--- config.mk ---
export PLATFORM = sky130hd
export DESIGN_NAME = rgd_front
export DESIGN_NICKNAME = d
export VERILOG_FILES = /design/src/design/rgd_pkg.sv /design/src/design/rgd_front.sv
export SDC_FILE = /design/constraint.sdc
export NUM_CORES = 2
export LEC_CHECK = 0
export ABC_CLOCK_PERIOD_IN_PS = 5800
export BUFFER_PORTS_ARGS = -buffer_cell sky130_fd_sc_hd__buf_4
export CORE_MARGIN = 8
export CORE_UTILIZATION = 35
export CTS_CLUSTER_SIZE = 12
export DETAILED_ROUTE_END_ITERATION = 8
export GPL_TIMING_DRIVEN = 0
export MAX_ROUTING_LAYER = met4
export SLEW_MARGIN = 40
export SYNTH_ARGS = -nofsm -noshare
export SYNTH_HDL_FRONTEND = slang
export SYNTH_SLANG_ARGS = --single-unit
--- constraint.sdc ---
create_clock -name i_clk -period 5.8 [get_ports i_clk]
set_input_delay 0.29 -clock i_clk [delete_from_list [all_inputs] [get_ports i_clk]]
set_output_delay 0.29 -clock i_clk [all_outputs]
set_load 0.01 [all_outputs]
--- src/design/rgd_pkg.sv ---
// shared types and constants for the radial gradient disc pixel core
package rgd_pkg;

    // geometry limits
    localparam int MAX_DIM      = 256;
    localparam int DIM_W        = 9;
    localparam int COORD_W      = 8;
    localparam int CH_W         = 8;
    localparam int NUM_CH       = 3;

    // datapath widths
    localparam int OFS_W        = 11;
    localparam int ABS_W        = 9;
    localparam int SQ_W         = 18;
    localparam int DSUM_W       = 19;
    localparam int D_W          = 17;
    localparam int M2_W         = 17;
    localparam int PEAK2_W      = 16;
    localparam int PROD_W       = 33;
    localparam int RHS_W        = 32;
    localparam int Q_W          = 24;

    // pipeline depths
    localparam int FRONT_STAGES = 4;
    localparam int NUM_STEPS    = 8;

    // result codes
    localparam logic [CH_W-1:0] ALPHA_OPAQUE = 8'd255;
    localparam logic [CH_W-1:0] ALPHA_CLEAR  = 8'd0;

    // configuration register indexes
    localparam int CFG_IDX_W = 3;
    localparam int CFG_DAT_W = 9;
    localparam logic [CFG_IDX_W-1:0] CFG_SPRITE_WIDTH  = 3'd0;
    localparam logic [CFG_IDX_W-1:0] CFG_SPRITE_HEIGHT = 3'd1;
    localparam logic [CFG_IDX_W-1:0] CFG_RED_PEAK      = 3'd2;
    localparam logic [CFG_IDX_W-1:0] CFG_GREEN_PEAK    = 3'd3;
    localparam logic [CFG_IDX_W-1:0] CFG_BLUE_PEAK     = 3'd4;

    // channel slots
    localparam int CH_RED   = 0;
    localparam int CH_GREEN = 1;
    localparam int CH_BLUE  = 2;

    // input request
    typedef struct packed {
        logic [COORD_W-1:0] pixel_col;
        logic [COORD_W-1:0] pixel_row;
    } t_in_req;

    // output request
    typedef struct packed {
        logic [CH_W-1:0] alpha_out;
        logic [CH_W-1:0] red_out;
        logic [CH_W-1:0] green_out;
        logic [CH_W-1:0] blue_out;
    } t_out_req;

    // live configuration
    typedef struct packed {
        logic [DIM_W-1:0]             sprite_width;
        logic [DIM_W-1:0]             sprite_height;
        logic [NUM_CH-1:0][CH_W-1:0]  peak;
    } t_cfg;

    // front end to search hand-off
    typedef struct packed {
        logic                          in_disc;
        logic [M2_W-1:0]               m2;
        logic [NUM_CH-1:0][RHS_W-1:0]  rhs;
    } t_front;

endpackage

--- src/design/rgd_front.sv ---
// geometry front end: offsets, squared distance, disc test and per-channel bound
module rgd_front import rgd_pkg::*; (
    input  logic    i_clk,
    input  logic    i_rst_n,
    input  logic    i_valid,
    output logic    o_stall,
    input  t_in_req i_req,
    input  t_cfg    i_cfg,
    output logic    o_valid,
    input  logic    i_stall,
    output t_front  o_front
);

    logic [FRONT_STAGES-1:0] r_vld;
    logic [FRONT_STAGES-1:0] n_vld;
    logic [FRONT_STAGES:0]   w_en;

    logic [DIM_W-1:0]  w_w;
    logic [DIM_W-1:0]  w_h;
    logic [DIM_W-1:0]  w_m;
    logic [OFS_W-1:0]  w_dx;
    logic [OFS_W-1:0]  w_dy;
    logic [OFS_W-1:0]  w_adx;
    logic [OFS_W-1:0]  w_ady;

    logic [ABS_W-1:0]  r1_adx;
    logic [ABS_W-1:0]  r1_ady;
    logic [DIM_W-1:0]  r1_m;

    logic [SQ_W-1:0]   w_dx2;
    logic [SQ_W-1:0]   w_dy2;
    logic [SQ_W-1:0]   w_m2;
    logic [SQ_W-1:0]   r2_dx2;
    logic [SQ_W-1:0]   r2_dy2;
    logic [M2_W-1:0]   r2_m2;

    logic [DSUM_W-1:0] w_d;
    logic              w_inside;
    logic [D_W-1:0]    r3_d;
    logic [M2_W-1:0]   r3_m2;
    logic              r3_inside;
    logic [PEAK2_W-1:0] r3_p2 [NUM_CH];

    logic [PROD_W-1:0] w_rhs [NUM_CH];
    logic [RHS_W-1:0]  r4_rhs [NUM_CH];
    logic [M2_W-1:0]   r4_m2;
    logic              r4_inside;

    // stage enables: a stage loads when empty or when its successor moves
    always_comb begin
        w_en[FRONT_STAGES] = !i_stall;
        for (int i = FRONT_STAGES - 1; i >= 0; i--) begin
            w_en[i] = !r_vld[i] || w_en[i+1];
        end
    end

    assign n_vld   = {r_vld[FRONT_STAGES-2:0], i_valid};
    assign o_stall = !w_en[0];
    assign o_valid = r_vld[FRONT_STAGES-1];

    always_ff @(posedge i_clk) begin
        if (!i_rst_n) begin
            r_vld <= '0;
        end else begin
            for (int i = 0; i < FRONT_STAGES; i++) begin
                if (w_en[i]) begin
                    r_vld[i] <= n_vld[i];
                end
            end
        end
    end

    // stage 1: clamp dimensions, doubled offsets from the centre
    always_comb begin
        w_w   = (i_cfg.sprite_width > DIM_W'(MAX_DIM)) ? DIM_W'(MAX_DIM) : i_cfg.sprite_width;
        w_h   = (i_cfg.sprite_height > DIM_W'(MAX_DIM)) ? DIM_W'(MAX_DIM) : i_cfg.sprite_height;
        w_m   = (w_w < w_h) ? w_w : w_h;
        w_dx  = {2'b00, i_req.pixel_col, 1'b0} - {2'b00, w_w};
        w_dy  = {2'b00, i_req.pixel_row, 1'b0} - {2'b00, w_h};
        w_adx = w_dx[OFS_W-1] ? (OFS_W'(0) - w_dx) : w_dx;
        w_ady = w_dy[OFS_W-1] ? (OFS_W'(0) - w_dy) : w_dy;
    end

    always_ff @(posedge i_clk) begin
        if (w_en[0]) begin
            r1_adx <= w_adx[ABS_W-1:0];
            r1_ady <= w_ady[ABS_W-1:0];
            r1_m   <= w_m;
        end
    end

    // stage 2: squares
    assign w_dx2 = {9'b0, r1_adx} * {9'b0, r1_adx};
    assign w_dy2 = {9'b0, r1_ady} * {9'b0, r1_ady};
    assign w_m2  = {9'b0, r1_m} * {9'b0, r1_m};

    always_ff @(posedge i_clk) begin
        if (w_en[1]) begin
            r2_dx2 <= w_dx2;
            r2_dy2 <= w_dy2;
            r2_m2  <= w_m2[M2_W-1:0];
        end
    end

    // stage 3: squared distance, disc test, squared peaks
    assign w_d      = {1'b0, r2_dx2} + {1'b0, r2_dy2};
    assign w_inside = (r2_m2 != '0) && (w_d <= {2'b00, r2_m2});

    always_ff @(posedge i_clk) begin
        if (w_en[2]) begin
            r3_d      <= w_inside ? w_d[D_W-1:0] : '0;
            r3_m2     <= r2_m2;
            r3_inside <= w_inside;
            for (int c = 0; c < NUM_CH; c++) begin
                r3_p2[c] <= {8'b0, i_cfg.peak[c]} * {8'b0, i_cfg.peak[c]};
            end
        end
    end

    // stage 4: bound peak^2 * d per channel
    always_comb begin
        for (int c = 0; c < NUM_CH; c++) begin
            w_rhs[c] = {17'b0, r3_p2[c]} * {16'b0, r3_d};
        end
    end

    always_ff @(posedge i_clk) begin
        if (w_en[3]) begin
            r4_m2     <= r3_m2;
            r4_inside <= r3_inside;
            for (int c = 0; c < NUM_CH; c++) begin
                r4_rhs[c] <= w_rhs[c][RHS_W-1:0];
            end
        end
    end

    always_comb begin
        o_front.in_disc = r4_inside;
        o_front.m2      = r4_m2;
        for (int c = 0; c < NUM_CH; c++) begin
            o_front.rhs[c] = r4_rhs[c];
        end
    end

endmodule

==> results.txt <==
number of sinks driven by the clock tree -> 273
Crit path buffers/inverters -> 4
all-layer global routing usage -> 17.9%
Req. time, crit path -> 6150 ps
Final Hold Fails -> 0
share of Yosys cell area claimed by the top area cell type -> 32.2%
Cell Area, Synth -> 47000 um2
unrepaired setup endpoints after global routing -> yes
total power divided by cell area -> 617 nW/um2
global-route wire length before repair -> 201 mm
CTS Buffer Depth -> 3
Slew headroom -> 49.6%
CTS clk-pin slew, worst paths -> 60 ps
fraction of registers with async set/reset -> 0%
cell with the most instances after synthesis -> inv_1
Detail Route Antenna Nets -> 0
Setup-failing EPs final -> 36
net switching power -> 16.7 mW
standard cell core area -> 133000 um2
initial standard-cell utilization of the core -> 35.2%
Post-Route WL -> 128 mm
sequential element share of the synthesized area -> 17.4%
vias per std cell -> 4.83
maximum operating frequency -> 159 MHz
min-delay worst type -> in2reg
leakage power -> 28.1 nW
CTS root buffer -> clkbuf_16
yosys synthesis warning count -> 0
Main synth FF type -> edfxtp_1
cell count after synthesis -> 4855
Remaining Overflow, GRT -> 0
DRT Pass-1 Iters -> 5
Critical Path Slowest Stage Cell -> edfxtp_1
worst-case hold slack -> 124 ps
Final Skew -> 27.2 ps
Wirelength per Cell -> 18.2 um
delay of the slowest cell on the worst path -> 560 ps
DP Cell Count -> 6801
start point of the critical path -> r3_d[3]
via count of the first global-routing pass -> 35900
transition time of the tightest slew-check pin -> 756 ps
detailed-placement wirelength estimate -> 100 mm
failing checks -> setup timing
Max Cap Violations -> 0
Final Cycle Share -> 109%
DRC violations left -> 0
Critical R2R Launch -> r3_d[3]
part of the power in combinational logic -> 79.8%
area growth from synthesis to layout -> 18.5%
maximum fanout along the worst path -> 5
cell types with the highest counts after synthesis -> 1059 x inv_1, 755 x fa_1, 583 x ha_1
H-tree lvl count -> 2
die outline area -> 146000 um2
Post-Synthesis Mean Instance Area -> 9.68 um2
number of max-slew violations in the final report -> 0
cell types occupying the most area after synthesis -> fa_1 32%, edfxtp_1 17%, ha_1 16%
IO Pins -> 178
floorplan die width -> 382 um
vias after detailed routing -> 34000
share of layout cells above drive strength 1 -> 14.7%
worst voltage drop across the vdd grid -> 0.000587 V
number of antenna violations at the first check in global routing -> 14
Seq cells post-synth -> 273
least setup slack across all paths after layout -> -495 ps
Period minus WS final -> 6300 ps
number of buffers created by CTS -> 37
largest net degree at the start of global routing -> 54
Crit Path Class -> reg2reg
Die Span Y -> 382 um
total internal power -> 17.7 mW
Most Frequent Cell on Critical Path -> fa_1
number of buffers inserted by port buffering -> 167
critical path startpoint category -> flop
nature of the critical path endpoint -> flop
fraction of power spent switching nets -> 48.5%
setup slack of the most critical reg-to-reg path -> -500 ps
post-place setup slack -> -1540 ps
later-pin clock latency in the skew report -> 620 ps
number of flops mapped to enable cells by yosys -> 269
count of routing violations after the opening detailed-route iteration -> 2060
row count -> 134
result of the run -> finished with violations
startpoint of the lowest-slack hold path -> i_cfg[23]
last weighted congestion value of the routability-driven placer -> 0.983
power share of the sequential group -> 13.2%
biggest area consumer among synthesized cells -> fa_1
cells along the critical path -> buf_6 -> clkbuf_16 -> and2_1 -> fa_1 -> fa_1 -> fa_1 -> fa_1 -> fa_1 -> inv_1 -> fa_1 -> inv_1 -> ha_4 -> nand4_1 -> nor3b_2 -> a211o_1 -> a22oi_2 -> a21oi_4 -> o21ai_4 -> o31ai_4 -> a21oi_2 -> xnor2_2
cell type group with the largest total delay on the critical path -> adder cells
clock network fraction of total power -> 7.0%
final net count -> 6641
number of standard cells in the layout, taps in and fillers out -> 7048
number of unique standard cell types used by synthesis -> 67
clock tree from TritonCTS -> done
Worst Path Arrival -> 6640 ps
worst reg2reg max path, stage by stage, from the launching register on:
cell,delay (ps)
edfxtp_1,560
buf_6,220
clkbuf_16,160
and2_1,170
fa_1,560
fa_1,450
fa_1,550
fa_1,440
fa_1,490
inv_1,50
fa_1,470
inv_1,60
ha_4,290
nand4_1,200
nor3b_2,220
a211o_1,130
a22oi_2,120
a21oi_4,260
o21ai_4,110
o31ai_4,270
a21oi_2,100
xnor2_2,160
state kept, by name (all words and copies together), names as in the netlist, 16 cells and up:
register / flops
r4_rhs: 96
r3_p2: 45
r2_dx2: 17
r2_dy2: 17
r3_d: 17
r2_m2: 16
r3_m2: 16
r4_m2: 16
per-layer routing:
| layer | part of all wire [%] | vias up | routed length (um) | global-route usage [%] |
|---|---|---|---|---|
| li1 | - | 15800 | - | - |
| met1 | 42 | 17000 | 53200 | 22.3 |
| met2 | 48 | 1025 | 61100 | 29.5 |
| met3 | 7.3 | 248 | 9400 | 3.69 |
| met4 | 3.4 | 0 | 4350 | 5.31 |
| met5 | 0 | - | 0 | - |
placed cells by master (no fill, tap or decap), types with 34 or more instances in the layout:
master / n
nor3_1: 41
fa_1: 731
ha_1: 546
buf_4: 310
o21a_1: 34
o21ai_0: 47
clkbuf_16: 61
a21o_1: 52
a21oi_1: 100
inv_1: 1035
edfxtp_1: 269
xor2_1: 64
xnor2_1: 149
and2_1: 531
nor2b_1: 53
nand2_1: 483
nor2_1: 121
power groups by stage:
| stage | Clock, mW | Combinational, mW | Sequential (mW) |
|---|---|---|---|
| floorplan | 0 | 17.9 | 4.49 |
| global placement | 0 | 23.7 | 4.69 |
| detailed placement | 0 | 24.0 | 4.70 |
| CTS | 2.51 | 26.9 | 4.57 |
| global route | 2.57 | 30.9 | 4.61 |
| finish | 2.41 | 27.4 | 4.54 |
final timing paths:
kind | endpoint | cells past startpoint
worst max register to register | r4_rhs[0][95] | 21
worst max-delay path | r4_rhs[0][95] | 21
worst min-delay path | r3_p2[0][47] | 3
worst min register to register | r4_m2[0] | 0
metrics by stage:
| stage | utilization, % | area (um2) | power (mW) | setup TNS, ps |
|---|---|---|---|---|
| detailed placement | 38.2 | 50900 | 28.7 | -51920 |
| floorplan | - | 47300 | 22.4 | -77.5 |
| CTS | 41.2 | 54900 | 34.0 | -9050 |
| global placement | 38.1 | 50800 | 28.4 | -66720 |
| finish | 41.8 | 55700 | 34.4 | -9900 |
| global route | 41.8 | 55700 | 38.1 | -16480 |
kinds of logic after synthesis:
logic type | share of synthesized area [%]
flops | 17.4
fa+ha+maj | 47.7
other cells | 0.0160
buf+inv | 9.76
simple gates | 15.1
compound gates | 5.44
xor+xnor | 4.23
mux | 0.378
what timing repair did:
action,in CTS,in global routing
hold endpoints to repair,8,0
hold buffers,7,0
setup endpoints to repair,60,47
resized for setup,375,131
pin swaps,107,104
setup buffers,128,49
cloned,3,1
area by class of cell:
cell class | instances | area [um2]
repair buffers | 355 | 2950
multi-input cells | 3369 | 35500
clock inverters | 25 | 318
flip-flops and latches | 273 | 8160
clock buffers | 42 | 945
inverters | 1061 | 3990
diodes | 11 | 27.5
well taps | 1768 | 2210
plain buffers | 144 | 1580
fillers | 13000 | 77600
Power figures use the tool's default switching activity.
